<file path="config.mk">
export PLATFORM = sky130hd
export DESIGN_NAME = sentence_segment_marker_core_flat
export DESIGN_NICKNAME = d
export VERILOG_FILES = /design/src/hdl/ssm_pkg.sv /design/src/hdl/ssm_if.sv /design/src/hdl/ssm_window.sv /design/src/hdl/ssm_scan.sv /design/src/hdl/sentence_segment_marker_core.sv /design/src/flat_wrapper.sv
export SDC_FILE = /design/constraint.sdc
export NUM_CORES = 1
export LEC_CHECK = 0
export BUFFER_PORTS_ARGS = -buffer_cell sky130_fd_sc_hd__clkbuf_2
export CORE_ASPECT_RATIO = 1.1
export CORE_UTILIZATION = 48
export CTS_BUF_LIST = sky130_fd_sc_hd__clkbuf_8
export CTS_CLUSTER_DIAMETER = 80
export CTS_CLUSTER_SIZE = 25
export DETAILED_ROUTE_END_ITERATION = 10
export PLACE_DENSITY = 0.73
export RECOVER_POWER = 25
export SLEW_MARGIN = 20
export SYNTH_ARGS = -nofsm -noshare
export SYNTH_HDL_FRONTEND = slang
export SYNTH_SLANG_ARGS = --single-unit
</file>
<file path="constraint.sdc">
create_clock -name clk -period 4.7 [get_ports clk]
set_clock_uncertainty 0.1 [all_clocks]
set_input_delay 0.235 -clock clk [delete_from_list [all_inputs] [get_ports clk]]
set_output_delay 0.235 -clock clk [all_outputs]
set_load 0.02 [all_outputs]
</file>
<file path="src/hdl/ssm_pkg.sv">
// Shared constants, types and byte classifiers for the sentence segment marker.
package ssm_pkg;

  localparam int unsigned LOOKAHEAD_DEF = 12;
  // Window bytes, head included, that the abbreviation tags need in view.
  localparam int unsigned TAG_SPAN      = 12;

  localparam logic [7:0] CH_TAB    = 8'h09;
  localparam logic [7:0] CH_CR     = 8'h0D;
  localparam logic [7:0] CH_SPACE  = 8'h20;
  localparam logic [7:0] CH_BANG   = 8'h21;
  localparam logic [7:0] CH_DQUOTE = 8'h22;
  localparam logic [7:0] CH_APOS   = 8'h27;
  localparam logic [7:0] CH_RPAREN = 8'h29;
  localparam logic [7:0] CH_DOT    = 8'h2E;
  localparam logic [7:0] CH_ZERO   = 8'h30;
  localparam logic [7:0] CH_NINE   = 8'h39;
  localparam logic [7:0] CH_QUEST  = 8'h3F;
  localparam logic [7:0] CH_A      = 8'h41;
  localparam logic [7:0] CH_B      = 8'h42;
  localparam logic [7:0] CH_C      = 8'h43;
  localparam logic [7:0] CH_D      = 8'h44;
  localparam logic [7:0] CH_E      = 8'h45;
  localparam logic [7:0] CH_L      = 8'h4C;
  localparam logic [7:0] CH_R      = 8'h52;
  localparam logic [7:0] CH_U      = 8'h55;
  localparam logic [7:0] CH_Z      = 8'h5A;

  localparam logic [7:0] U8_C2 = 8'hC2;
  localparam logic [7:0] U8_BB = 8'hBB;
  localparam logic [7:0] U8_E2 = 8'hE2;
  localparam logic [7:0] U8_E3 = 8'hE3;
  localparam logic [7:0] U8_EF = 8'hEF;
  localparam logic [7:0] U8_80 = 8'h80;
  localparam logic [7:0] U8_BC = 8'hBC;
  localparam logic [7:0] U8_9D = 8'h9D;
  localparam logic [7:0] U8_99 = 8'h99;
  localparam logic [7:0] U8_A6 = 8'hA6;
  localparam logic [7:0] U8_82 = 8'h82;
  localparam logic [7:0] U8_81 = 8'h81;
  localparam logic [7:0] U8_9F = 8'h9F;
  localparam logic [7:0] U8_89 = 8'h89;
  localparam logic [7:0] U8_91 = 8'h91;
  localparam logic [7:0] U8_8B = 8'h8B;
  localparam logic [7:0] U8_8D = 8'h8D;
  localparam logic [7:0] U8_8F = 8'h8F;

  typedef enum logic [1:0] {
    MODE_SCAN   = 2'd0,
    MODE_CLOSER = 2'd1,
    MODE_SPACE  = 2'd2
  } scan_mode_t;

  typedef struct packed {
    logic emit_req;    // head byte may leave the window
    logic final_head;  // head is the last byte of the text
  } win_stat_t;

  function automatic logic is_digit(input logic [7:0] c);
    return (c >= CH_ZERO) && (c <= CH_NINE);
  endfunction

  function automatic logic is_upper(input logic [7:0] c);
    return (c >= CH_A) && (c <= CH_Z);
  endfunction

  function automatic logic is_space(input logic [7:0] c);
    return (c == CH_SPACE) || ((c >= CH_TAB) && (c <= CH_CR));
  endfunction

  // Length of a closing quote or bracket starting at b0, zero if none.
  function automatic logic [1:0] closer_bytes(input logic [2:0] ok,
                                              input logic [7:0] b0,
                                              input logic [7:0] b1,
                                              input logic [7:0] b2);
    logic tri3;
    logic [1:0] len;
    tri3 = (&ok) &&
           (((b0 == U8_E2) && (b1 == U8_80) && ((b2 == U8_9D) || (b2 == U8_99))) ||
            ((b0 == U8_EF) && (b1 == U8_BC) && (b2 == U8_89)) ||
            ((b0 == U8_E3) && (b1 == U8_80) &&
             ((b2 == U8_91) || (b2 == U8_8B) || (b2 == U8_89) ||
              (b2 == U8_8D) || (b2 == U8_8F))));
    if (ok[0] && ((b0 == CH_DQUOTE) || (b0 == CH_RPAREN) || (b0 == CH_APOS))) begin
      len = 2'd1;
    end else if (ok[0] && ok[1] && (b0 == U8_C2) && (b1 == U8_BB)) begin
      len = 2'd2;
    end else if (tri3) begin
      len = 2'd3;
    end else begin
      len = 2'd0;
    end
    return len;
  endfunction

endpackage

</file>
<file path="src/hdl/ssm_if.sv">
// Stream interfaces for text requests in and marked bytes out.
interface ssm_in_if;
  logic       valid;
  logic       ready;
  logic [7:0] text_byte;
  logic       end_of_text;

  modport source (output valid, text_byte, end_of_text, input ready);
  modport sink   (input valid, text_byte, end_of_text, output ready);
endinterface

interface ssm_out_if;
  logic       valid;
  logic       ready;
  logic [7:0] out_byte;
  logic       segment_end;
  logic       last_byte;

  modport source (output valid, out_byte, segment_end, last_byte, input ready);
  modport sink   (input valid, out_byte, segment_end, last_byte, output ready);
endinterface

</file>
<file path="src/hdl/ssm_window.sv">
// Lookahead window: byte shift register, fill count and end-of-text drain control.
module ssm_window
  import ssm_pkg::*;
#(
  parameter int unsigned LOOKAHEAD = LOOKAHEAD_DEF
) (
  input  logic                      clk,
  input  logic                      rst_n,
  input  logic                      in_valid,
  input  logic [7:0]                in_byte,
  input  logic                      in_eot,
  input  logic                      fire,
  output logic                      in_ready,
  output logic [LOOKAHEAD-1:0][7:0] win,
  output logic [LOOKAHEAD-1:0]      avail,
  output win_stat_t                 stat
);

  localparam int unsigned FW = $clog2(LOOKAHEAD + 1);

  logic [LOOKAHEAD-1:0][7:0] win_r, win_nxt, shifted;
  logic [FW-1:0]             fill_r, fill_nxt, pos;
  logic                      drain_r, drain_nxt;
  logic                      full, accept, done;

  always_comb begin
    full            = (fill_r == FW'(LOOKAHEAD));
    stat.emit_req   = drain_r ? (fill_r != '0) : full;
    stat.final_head = drain_r && (fill_r == FW'(1));
  end

  always_comb begin
    in_ready        = !drain_r && (!full || fire);
    accept          = in_valid && in_ready;
    done            = fire && stat.final_head;
    pos             = fill_r - {{(FW-1){1'b0}}, fire};

    for (int i = 0; i < LOOKAHEAD - 1; i++) begin
      shifted[i] = win_r[i+1];
    end
    shifted[LOOKAHEAD-1] = win_r[LOOKAHEAD-1];

    for (int i = 0; i < LOOKAHEAD; i++) begin
      win_nxt[i] = fire ? shifted[i] : win_r[i];
      if (accept && (pos == FW'(i))) begin
        win_nxt[i] = in_byte;
      end
      avail[i] = (FW'(i) < fill_r);
    end

    if (done) begin
      fill_nxt  = '0;
      drain_nxt = 1'b0;
    end else begin
      fill_nxt  = fill_r - {{(FW-1){1'b0}}, fire} + {{(FW-1){1'b0}}, accept};
      drain_nxt = drain_r || (accept && in_eot);
    end
  end

  assign win = win_r;

  always_ff @(posedge clk) begin
    win_r <= win_nxt;
  end

  always_ff @(posedge clk) begin
    if (!rst_n) begin
      fill_r  <= '0;
      drain_r <= 1'b0;
    end else begin
      fill_r  <= fill_nxt;
      drain_r <= drain_nxt;
    end
  end

endmodule

</file>
<file path="src/hdl/ssm_scan.sv">
// Boundary scanner: mark, closer and space tracking over the head of the window.
module ssm_scan
  import ssm_pkg::*;
(
  input  logic                     clk,
  input  logic                     rst_n,
  input  logic [TAG_SPAN-1:0][7:0] win,
  input  logic [TAG_SPAN-1:0]      avail,
  input  win_stat_t                stat,
  input  logic                     fire,
  output logic                     seg_end
);

  scan_mode_t mode_r, mode_nxt, td_mode;
  logic [1:0] skip_r, skip_nxt;
  logic [7:0] prev_r;
  logic       have_prev_r;

  logic [1:0] c0_len, c1_len, mark_len;
  logic       td_seg, prot, dot_end, tag_hit, rdq_next, scan;
  logic [7:0] b0, b1, b2, b3, b4;

  always_comb begin
    b0 = win[0];
    b1 = win[1];
    b2 = win[2];
    b3 = win[3];
    b4 = win[4];

    c0_len = closer_bytes(avail[2:0], b0, b1, b2);
    c1_len = closer_bytes(avail[3:1], b1, b2, b3);

    // Decide whether the segment ends after the head byte.
    if (!avail[1]) begin
      td_seg  = 1'b1;
      td_mode = MODE_SCAN;
    end else if (c1_len != 2'd0) begin
      td_seg  = 1'b0;
      td_mode = MODE_CLOSER;
    end else if (b1 == CH_SPACE) begin
      td_seg  = 1'b0;
      td_mode = MODE_SPACE;
    end else begin
      td_seg  = 1'b1;
      td_mode = MODE_SCAN;
    end

    tag_hit = avail[TAG_SPAN-1] &&
              (((b1 == CH_A) && (b2 == CH_B) && (b3 == CH_B) && (b4 == CH_R)) ||
               ((b1 == CH_D) && (b2 == CH_E) && (b3 == CH_C)) ||
               ((b1 == CH_U) && (b2 == CH_R) && (b3 == CH_L)));
    prot = tag_hit ||
           (have_prev_r && avail[1] &&
            ((is_digit(prev_r) && is_digit(b1)) ||
             (is_upper(prev_r) && is_space(b1))));
    rdq_next = avail[1] && avail[2] && avail[3] &&
               (b1 == U8_E2) && (b2 == U8_80) && (b3 == U8_9D);
    dot_end = !prot &&
              (!avail[1] || (b1 == CH_SPACE) || (b1 == CH_DQUOTE) ||
               (b1 == CH_RPAREN) || (avail[4] && rdq_next));

    if (avail[0] && (b0 == CH_DOT)) begin
      mark_len = dot_end ? 2'd1 : 2'd0;
    end else if (avail[0] && ((b0 == CH_BANG) || (b0 == CH_QUEST))) begin
      mark_len = 2'd1;
    end else if (avail[0] && avail[1] && avail[2] &&
                 (((b0 == U8_E2) && (b1 == U8_80) && (b2 == U8_A6)) ||
                  ((b0 == U8_E3) && (b1 == U8_80) && (b2 == U8_82)) ||
                  ((b0 == U8_EF) && (b1 == U8_BC) &&
                   ((b2 == U8_81) || (b2 == U8_9F))))) begin
      mark_len = 2'd3;
    end else begin
      mark_len = 2'd0;
    end

    seg_end  = 1'b0;
    mode_nxt = mode_r;
    skip_nxt = skip_r;
    scan     = 1'b0;

    if (skip_r != 2'd0) begin
      // Pass over the tail of a multi-byte mark or closer.
      skip_nxt = skip_r - 2'd1;
      if (skip_r == 2'd1) begin
        seg_end  = td_seg;
        mode_nxt = td_mode;
      end
    end else begin
      unique case (mode_r)
        MODE_SPACE: begin
          seg_end  = 1'b1;
          mode_nxt = MODE_SCAN;
        end
        MODE_CLOSER: begin
          if (c0_len > 2'd1) begin
            skip_nxt = c0_len - 2'd1;
          end else if (c0_len == 2'd1) begin
            seg_end  = td_seg;
            mode_nxt = td_mode;
          end else begin
            mode_nxt = MODE_SCAN;
            scan     = 1'b1;
          end
        end
        default: begin
          scan = 1'b1;
        end
      endcase
    end

    if (scan) begin
      if (mark_len > 2'd1) begin
        skip_nxt = mark_len - 2'd1;
        mode_nxt = MODE_SCAN;
      end else if (mark_len == 2'd1) begin
        seg_end  = td_seg;
        mode_nxt = td_mode;
      end
    end

    if (stat.final_head) begin
      seg_end = 1'b1;
    end
  end

  always_ff @(posedge clk) begin
    if (!rst_n) begin
      mode_r      <= MODE_SCAN;
      skip_r      <= 2'd0;
      prev_r      <= 8'h00;
      have_prev_r <= 1'b0;
    end else if (fire) begin
      if (stat.final_head) begin
        // Text over: start the next one from scratch.
        mode_r      <= MODE_SCAN;
        skip_r      <= 2'd0;
        prev_r      <= 8'h00;
        have_prev_r <= 1'b0;
      end else begin
        mode_r      <= mode_nxt;
        skip_r      <= skip_nxt;
        prev_r      <= b0;
        have_prev_r <= 1'b1;
      end
    end
  end

endmodule

</file>
<file path="src/hdl/sentence_segment_marker_core.sv">
// Sentence segment marker top level: window, scanner and output register.
//
//   channel  | dir | handshake        | payload
//   ---------+-----+------------------+-------------------------------------
//   in_ch    | in  | valid / ready    | text_byte[7:0], end_of_text
//   out_ch   | out | valid / ready    | out_byte[7:0], segment_end, last_byte
//
// One byte per cycle in steady flow while the output is ready; a byte leaves the
// window as its head once the window holds LOOKAHEAD bytes.
// On end_of_text the window drains one byte per cycle while the output is ready;
// no request is taken until the drain ends.
// Synchronous active-low reset empties the window and clears the scan state.
// A stalled output holds its register; the window keeps filling until full.
module sentence_segment_marker_core
  import ssm_pkg::*;
#(
  parameter int unsigned LOOKAHEAD = LOOKAHEAD_DEF
) (
  input  logic       clk,
  input  logic       rst_n,
  ssm_in_if.sink     in_ch,
  ssm_out_if.source  out_ch
);

  logic [LOOKAHEAD-1:0][7:0] win;
  logic [LOOKAHEAD-1:0]      avail;
  win_stat_t                 stat;
  logic                      fire, win_ready, seg_end;

  logic       out_valid_r, out_valid_nxt;
  logic [7:0] out_byte_r;
  logic       seg_r, last_r;

  ssm_window #(
    .LOOKAHEAD (LOOKAHEAD)
  ) u_window (
    .clk      (clk),
    .rst_n    (rst_n),
    .in_valid (in_ch.valid),
    .in_byte  (in_ch.text_byte),
    .in_eot   (in_ch.end_of_text),
    .fire     (fire),
    .in_ready (win_ready),
    .win      (win),
    .avail    (avail),
    .stat     (stat)
  );

  ssm_scan u_scan (
    .clk     (clk),
    .rst_n   (rst_n),
    .win     (win[TAG_SPAN-1:0]),
    .avail   (avail[TAG_SPAN-1:0]),
    .stat    (stat),
    .fire    (fire),
    .seg_end (seg_end)
  );

  // Advance the head when it may leave the window and the output register is free or being emptied.
  assign fire        = stat.emit_req && (!out_valid_r || out_ch.ready);
  assign in_ch.ready = win_ready;

  always_comb begin
    if (fire) begin
      out_valid_nxt = 1'b1;
    end else if (out_ch.ready) begin
      out_valid_nxt = 1'b0;
    end else begin
      out_valid_nxt = out_valid_r;
    end
  end

  always_ff @(posedge clk) begin
    if (!rst_n) begin
      out_valid_r <= 1'b0;
    end else begin
      out_valid_r <= out_valid_nxt;
    end
  end

  always_ff @(posedge clk) begin
    if (fire) begin
      out_byte_r <= win[0];
      seg_r      <= seg_end;
      last_r     <= stat.final_head;
    end
  end

  assign out_ch.valid       = out_valid_r;
  assign out_ch.out_byte    = out_byte_r;
  assign out_ch.segment_end = seg_r;
  assign out_ch.last_byte   = last_r;

  // The final byte of a text always closes a segment.
  a_last_closes: assert property (@(posedge clk) disable iff (!rst_n)
    out_ch.valid && out_ch.last_byte |-> out_ch.segment_end)
    else $error("last byte without segment end");

  // Taking the final byte of a text blocks further requests until the drain.
  a_eot_blocks: assert property (@(posedge clk) disable iff (!rst_n)
    in_ch.valid && in_ch.ready && in_ch.end_of_text |=> !in_ch.ready)
    else $error("request taken during drain");

  // Emitting the final byte leaves the window empty and ready.
  a_drain_done: assert property (@(posedge clk) disable iff (!rst_n)
    fire && stat.final_head |=> !stat.emit_req && in_ch.ready)
    else $error("window not empty after last byte");

  // A head can only leave the window while draining or with it full.
  a_emit_full: assert property (@(posedge clk) disable iff (!rst_n)
    fire && !stat.final_head |-> &avail || $past(in_ch.valid && in_ch.ready
      && in_ch.end_of_text) || !in_ch.ready)
    else $error("head emitted from a partial window");

endmodule

</file>
<file path="src/flat_wrapper.sv">
// flat-port wrapper written by rule: the top's interface ports become plain ports
module sentence_segment_marker_core_flat import ssm_pkg::*;
#(
  parameter int unsigned LOOKAHEAD = LOOKAHEAD_DEF
)
  (clk, rst_n, in_ch_valid, in_ch_text_byte, in_ch_end_of_text, in_ch_ready, out_ch_valid, out_ch_out_byte, out_ch_segment_end, out_ch_last_byte, out_ch_ready);
  ssm_in_if in_ch_i ();
  ssm_out_if out_ch_i ();
  input  logic clk;
  input  logic rst_n;
  input wire logic [$bits(in_ch_i.valid)-1:0] in_ch_valid;
  input wire logic [$bits(in_ch_i.text_byte)-1:0] in_ch_text_byte;
  input wire logic [$bits(in_ch_i.end_of_text)-1:0] in_ch_end_of_text;
  output wire logic [$bits(in_ch_i.ready)-1:0] in_ch_ready;
  output wire logic [$bits(out_ch_i.valid)-1:0] out_ch_valid;
  output wire logic [$bits(out_ch_i.out_byte)-1:0] out_ch_out_byte;
  output wire logic [$bits(out_ch_i.segment_end)-1:0] out_ch_segment_end;
  output wire logic [$bits(out_ch_i.last_byte)-1:0] out_ch_last_byte;
  input wire logic [$bits(out_ch_i.ready)-1:0] out_ch_ready;
  assign in_ch_i.valid = in_ch_valid;
  assign in_ch_i.text_byte = in_ch_text_byte;
  assign in_ch_i.end_of_text = in_ch_end_of_text;
  assign in_ch_ready = in_ch_i.ready;
  assign out_ch_valid = out_ch_i.valid;
  assign out_ch_out_byte = out_ch_i.out_byte;
  assign out_ch_segment_end = out_ch_i.segment_end;
  assign out_ch_last_byte = out_ch_i.last_byte;
  assign out_ch_i.ready = out_ch_ready;
  sentence_segment_marker_core #(.LOOKAHEAD(LOOKAHEAD)) u_core (.clk(clk), .rst_n(rst_n), .in_ch(in_ch_i), .out_ch(out_ch_i));
endmodule
</file>
==> flow_summary.yaml, run 1 <==
outcome:
  status: "complete, but fails checks"
  violations: "design-rule violations"
yosys:
  yosys.area.top_type_share: 0.505
  ys_top_cells_by_area: "edfxtp_1 (51%), mux2_2 (16%), dfxtp_1 (6.0%), nand2_1 (2.3%), nand3_1 (1.8%)"
  syn_nets: 512
  synth-main-ff-cell: "edfxtp_1"
  synthesis.area_um2: 6300
  async_reset_ff_frac: 0
  synth_cell_type_count: 61
  syn_inst: 493
  ys_seq_elements: 125
  syn_area_per_cell_um2: 12.8
  yosysTopAreaCell: "edfxtp_1"
  synth_edf_count: 106
  yosysWarnings: 0
  yosysSeqAreaShare: 0.566
worst_setup_path:
  worst_setup_path_start_kind: "flop"
  cp_slowest_cell: "dfxtp_1"
  cp_top_family: "simple AND/OR/NAND/NOR gates"
  crit_type: "flop to flop"
  worst_ep_required_time_ps: 4790
  critPathBufInv: 2
  cp-end-kind: "flop"
  path_max_fanout: 22
  arrival_ps: 3730
  cp_slowest_stage_delay_ps: 510
  cpMostUsedCell: "or3_1"
  crit_chain: "or3_1 > a21oi_1 > or3_1 > inv_1 > buf_4 > ha_1 > nor3b_1 > xnor2_1 > nand2_1 > nor2_2 > mux2_2"
cts:
  clk_pin_slew_ps: 70
  cts_num_sinks: 125
  cts_tree: "built"
  htreeDepth: 4
  post_cts_resized: 0
  cts_buffers: 17
  cts_setup_buffers: 0
  insertion_delay_ps: 440
  clk_path_buf_depth: 2
  clk_root_buffer_cell: "clkbuf_8"
power_and_ir_drop:
  clkPwrFrac: 0.406
  seqPwrFrac: 0.522
  peakVddDrop_v: 0.000256
  p_leak_nw: 2.29
  pwr-share-comb: 0.073
  p_total_mw: 2.49
  p_per_area_nw_per_um2: 362
  p_switching_uw: 598
  switching_share: 0.240
  intPower_mw: 1.89
grt:
  grt_busiest_layer: "met2"
  grt_pass1_wl_mm: 21.4
  grt_use_met3: 0.0517
  gr-usage-met1: 0.248
  grt_max_degree: 25
  use_met2: 0.366
  grt_pass1_vias: 4090
  track_usage: 0.211
  grt.overflow.total: 0
  grt_antenna_before_repair: 0
floorplanning:
  num_rows: 43
  die_h_um: 122
  initial_utilization: 0.496
  io_pins: 25
  dieWidth_um: 111
  die_area_um2: 13600
  coreArea_um2: 12700
sta:
  worst_pin_slew_ps: 1170
  fin_crit_ps: 3630
  max_freq_mhz: 275
  slew_viol_final: 0
  totalNegativeSetupSlack_ps: 0
  hold_viol: 0
  rsz0062_at_grt: "false"
  setup-violations-final: 0
  period_share: 0.773
  timing.hold.ws_ps: 38.2
  timing.slew.headroom: 0.219
route:
  postRouteAntennaNets: 0
  dr.pass1.iters: 7
  vias: 4098
  route.detailed.drc: 6
  wire_per_inst_um: 19.3
  drt_wl_total_mm: 13.3
  drtIter0Drc: 207
  vias_per_cell: 5.93
finish:
  layout_common_cells: "edfxtp_1 (106), mux2_2 (89), nand2_1 (38), nor2_1 (27), nand3_1 (23)"
  multiInputGateArea_um2: 2480
  diodes: 0
  seqCellArea_um2: 3560
  fill_cells: 1068
  fin_nets: 540
  final_cell_area_um2: 6890
  drive_gt1_frac: 0.270
  syn_to_final_growth_pct: 9.29
  final_cells: 691
  layout_commonest_cell: "edfxtp_1"
placement:
  io_buffers: 24
  place_area_um2: 6510
  gp_congestion: 0.854
  hpwl_mm: 9.14
  dpl.cell_count: 658
flow_run:
  max_cap_viol_count: 0
worst_hold_path:
  hold_path.class: "primary input to flop"
-- stage by stage --
step                utilization  setup WS, ps
global placement          0.512          1240
global route              0.542           775
detailed placement        0.512          1110
floorplan                     -           862
CTS                       0.547          1090
finish                    0.542          1070
-- synthesized netlist by cell type (4+ instances only) --
cell type	n
edfxtp_1	106
mux2_2	89
nand2_1	38
nor2_1	27
nand3_1	23
dfxtp_1	19
clkbuf_1	17
inv_1	17
a21oi_1	13
o21ai_0	12
nor3_1	9
a21boi_0	8
nor4_1	7
ha_1	6
nor4b_1	6
nand4_1	5
nor2_2	5
o21ai_1	5
xnor2_1	5
clkbuf_8	4
nand2b_1	4
nand3b_1	4
-- routing by layer --
metal	up-vias	wire length, µm
met5	-	0
met4	0	334
met3	25	631
met2	117	6840
met1	2016	5530
li1	1940	-
-- cell type report --
cell class	instances	area share
inverter	17	0.00927
multi-input combinational	328	0.360
timing repair buffer	32	0.0218
sequential	125	0.518
tap	157	0.0285
clock inverter	15	0.0287
clock buffer	17	0.0340
-- worst paths after layout --
kind                                        start                              endpoint  slack [ps]  depth (start not counted)
max reg2reg  u_core.u_window.fill_r[3]$_SDFF_PP0_     u_core.u_window.win[11]$_DFFE_PP_        1070                         11
max          u_core.u_window.fill_r[3]$_SDFF_PP0_     u_core.u_window.win[11]$_DFFE_PP_        1070                         11
min                                  out_ch_ready      u_core.out_ch.valid$_SDFFE_PN0P_          40                          3
min reg2reg  u_core.u_scan.prev_r[7]$_SDFFE_PN0P_  u_core.u_scan.prev_r[7]$_SDFFE_PN0P_         370                          2
-- sequential cells by signal, summed over array words and instances (netlist names) --
register                   count
u_core.u_window.win           96
u_core.out_ch.segment_end      1
u_core.out_ch.out_byte         8
u_core.u_scan.mode_r           2
u_core.u_scan.prev_r           8
u_core.u_scan.skip_r           2
u_core.u_scan.have_prev_r      1
u_core.out_ch.last_byte        1
u_core.out_ch.valid            1
u_core.u_window.drain_r        1
u_core.u_window.fill_r         4
-- repair_timing --
action / CTS / global route
hold buffers: 1 / 0
setup endpoints to repair: 0 / 0
hold endpoints to repair: 1 / 0
-- cells by family after synthesis --
| kind of cell | after synthesis | synth area share |
|---|---|---|
| simple gates | 162 | 0.148 |
| mux | 89 | 0.159 |
| xor+xnor | 7 | 0.00973 |
| flops | 125 | 0.566 |
| compound gates | 64 | 0.0699 |
| fa+ha+maj | 6 | 0.0119 |
| buf+inv | 40 | 0.0359 |
-- worst reg2reg max path, cell delays in order (launching register included) --
cell and delay (ps):
dfxtp_1 510, or3_1 160, a21oi_1 70, or3_1 330, inv_1 60, buf_4 270
ha_1 240, nor3b_1 360, xnor2_1 280, nand2_1 200, nor2_2 390, mux2_2 400
-- power groups by stage --
| stage | sequential (mW) | clock [mW] | combinational [mW] |
|---|---|---|---|
| floorplan | 1.30 | 0 | 0.149 |
| global placement | 1.32 | 0 | 0.173 |
| detailed placement | 1.32 | 0 | 0.182 |
| CTS | 1.30 | 1.03 | 0.184 |
| global route | 1.30 | 1.08 | 0.199 |
| finish | 1.30 | 1.01 | 0.181 |
Power figures use the tool's default switching activity.
==> inputs of run 2 (changes only) <==
ABC_AREA = 1   (was unset)
clock period = 3.5 ns   (was 4.7 ns; I/O delays follow)
==> run 2 against run 1 <==
Effect of this change: synthesized area grew 1.9%; the run now ends clean; total power increased by 71%; fmax grew 15%; core utilization rose by 0.77 points; sequential share of layout area shrank 1.1 points; highest routed layer unchanged; die area rose by 1.9%; non-clock buffer count increased by 5; design area is 2.3% higher; critical path depth unchanged; sequential power is 65% higher.
==> flow_summary.yaml, run 2 <==
outcome:
  status: "finished, final reports clean"
cts:
  clk_path_buf_depth: 2
  insertion_delay_ps: 440
  cts_tree: "built"
  cts_buffers: 17
  cts_num_sinks: 125
  clk_root_buffer_cell: "clkbuf_8"
  clk_pin_slew_ps: 80
  cts_setup_buffers: 0
  htreeDepth: 4
yosys:
  synth_cell_type_count: 37
  synthesis.area_um2: 6420
  ys_top_cells_by_area: "edfxtp_1 (50%), nand2_1 (13%), dfxtp_1 (5.9%), o21ai_0 (5.5%), nor2_1 (4.0%)"
  async_reset_ff_frac: 0
  syn_inst: 744
  synth_most_common_cell: "nand2_1"
  synth-main-ff-cell: "edfxtp_1"
  synth_edf_count: 106
  ys_seq_elements: 125
  yosysTopAreaCell: "edfxtp_1"
  yosys.area.top_type_share: 0.496
  yosysWarnings: 0
  yosysSeqAreaShare: 0.555
  syn_nets: 763
  ys_top_cells_by_count: "nand2_1 (215), edfxtp_1 (106), o21ai_0 (70)"
  syn_area_per_cell_um2: 8.63
worst_hold_path:
  min_to: "u_core.out_ch.valid$_SDFFE_PN0P_"
  worstHoldPathCells: 4
  hp-start: "out_ch_ready"
  hold_path.class: "primary input to flop"
finish:
  diodes: 0
  syn_to_final_growth_pct: 9.71
  layout_commonest_cell: "nand2_1"
  drive_gt1_frac: 0.112
  fin_util: 0.550
  largest_reg_flops: 96
  layout_common_cells: "nand2_1 (215), edfxtp_1 (106), o21ai_0 (71), nor2_1 (69), inv_1 (68)"
  fin_nets: 790
floorplanning:
  coreArea_um2: 12800
  io_pins: 25
  initial_utilization: 0.501
  die_h_um: 123
  die_area_um2: 13800
  num_rows: 43
  dieWidth_um: 112
flow_run:
  max_cap_viol_count: 0
worst_setup_path:
  reg2reg_depth: 11
  r2r-end: "u_core.u_window.win[63]$_DFFE_PP_"
  arrival_ps: 3180
  path_max_fanout: 17
  r2r_start: "u_core.u_window.fill_r[1]$_SDFF_PP0_"
  worst_setup_path_start_kind: "flop"
  rrSetupSlack_ps: 330
  worst_ep_required_time_ps: 3510
  crit_type: "flop to flop"
  cp-end-kind: "flop"
route:
  wire_per_inst_um: 15.5
  route.detailed.drc: 0
  drtIter0Drc: 367
  vias: 5025
  postRouteAntennaNets: 0
  drt_wl_total_mm: 14.6
  vias_per_cell: 5.34
  dr.pass1.iters: 7
grt:
  grt_max_degree: 27
  grt.overflow.total: 0
  grt_antenna_before_repair: 0
  grt_pass1_vias: 4999
  grt_pass1_wl_mm: 23.7
  track_usage: 0.229
power_and_ir_drop:
  p_per_area_nw_per_um2: 604
  peakVddDrop_v: 0.000399
  p_leak_nw: 2.91
placement:
  gp_congestion: 0.856
  hpwl_mm: 10.1
  io_buffers: 24
sta:
  period_share: 0.905
  timing.slew.headroom: 0.520
  max_freq_mhz: 316
  totalNegativeSetupSlack_ps: 0
  timing.hold.ws_ps: 42.9
  fin_crit_ps: 3170
  worst_pin_slew_ps: 720
  slew_viol_final: 0
  setup-violations-final: 0
  rsz0062_at_grt: "false"
  hold_viol: 0
## run 2: changes by cell type after synthesis, moves of 8 or more
cell	delta
nand2_1	+177
mux2_2	-89
o21ai_0	+58
inv_1	+49
nor2_1	+41
o21ai_1	+32
buf_2	+14
inv_2	+14
nand2_2	+12
a21boi_0	-8
## run 2: through the flow
step | std cells | total power [mW] | instance area, µm² | setup slack, ps
finish | 941 | 4.25 | 7040 | 333
global route | 941 | 4.48 | 7040 | 42.5
CTS | 941 | 4.27 | 7090 | 387
detailed placement | 899 | 3.06 | 6620 | 393
global placement | 899 | 3.03 | 6620 | 595
floorplan | 744 | 2.81 | 6420 | 497
## run 2: repair_timing
action	CTS	global route
hold endpoints to repair	11	0
resized for setup	0	0
hold buffers	10	0
## run 2: layer usage
metal  vias to the layer above  global-route usage  share of wire
li1                       2523                   -              -
met1                      2325               0.252           0.41
met2                       155               0.417           0.51
met3                        22              0.0632          0.057
met4                         0              0.0975          0.017
met5                         -                   0              0
## run 2: area by class of cell
class	instances	area [µm²]
multi-input cells	510	2390
clock buffers	17	234
fillers	1129	5760
clock inverters	15	138
repair buffers	37	220
inverters	80	300
well taps	157	196
flip-flops and latches	125	3560
## run 2: report_power, final
group / total [mW] / switching, mW / internal [mW]
sequential: 2.14 / 0.197 / 1.95
combinational: 0.901 / 0.650 / 0.250
clock: 1.21 / 0.637 / 0.571
## run 2: worst max-delay path by stage
stage                     slack (ps)  depth (start not counted)                                 to                                 start
after detailed placement         390                         12  u_core.u_window.win[75]$_DFFE_PP_  u_core.u_window.fill_r[3]$_SDFF_PP0_
after global placement           600                         14  u_core.u_window.win[75]$_DFFE_PP_  u_core.u_window.fill_r[0]$_SDFF_PP0_
after CTS                        390                         12  u_core.u_window.win[78]$_DFFE_PP_  u_core.u_window.fill_r[3]$_SDFF_PP0_
after global routing              40                         11  u_core.u_window.win[60]$_DFFE_PP_  u_core.u_window.fill_r[1]$_SDFF_PP0_
after floorplan                  500                         13  u_core.u_window.win[56]$_DFFE_PP_  u_core.u_window.fill_r[0]$_SDFF_PP0_
final                            330                         11  u_core.u_window.win[63]$_DFFE_PP_  u_core.u_window.fill_r[1]$_SDFF_PP0_
## run 2: critical path, stage by stage (launching register included)
cell     delay [ps]
dfxtp_1         320
inv_1           140
nand2_1          90
nor3_1          270
o21ai_0         150
nor2_2          120
ha_1            200
nand3_2          90
xor2_1          360
nand3_1         210
or2_1           450
nand2_1         330
## run 2: cell families (layout without fill, tap and decap cells)
group / Yosys count / in the layout / share of synthesized area
adder cells (fa/ha/maj): 6 / 6 / 0.0117
AND/OR/NAND/NOR: 371 / 371 / 0.254
AO/OA/AOI/OAI: 130 / 130 / 0.106
flip-flops: 125 / 125 / 0.555
XOR/XNOR: 3 / 3 / 0.00526
buffers and inverters: 109 / 149 / 0.0682
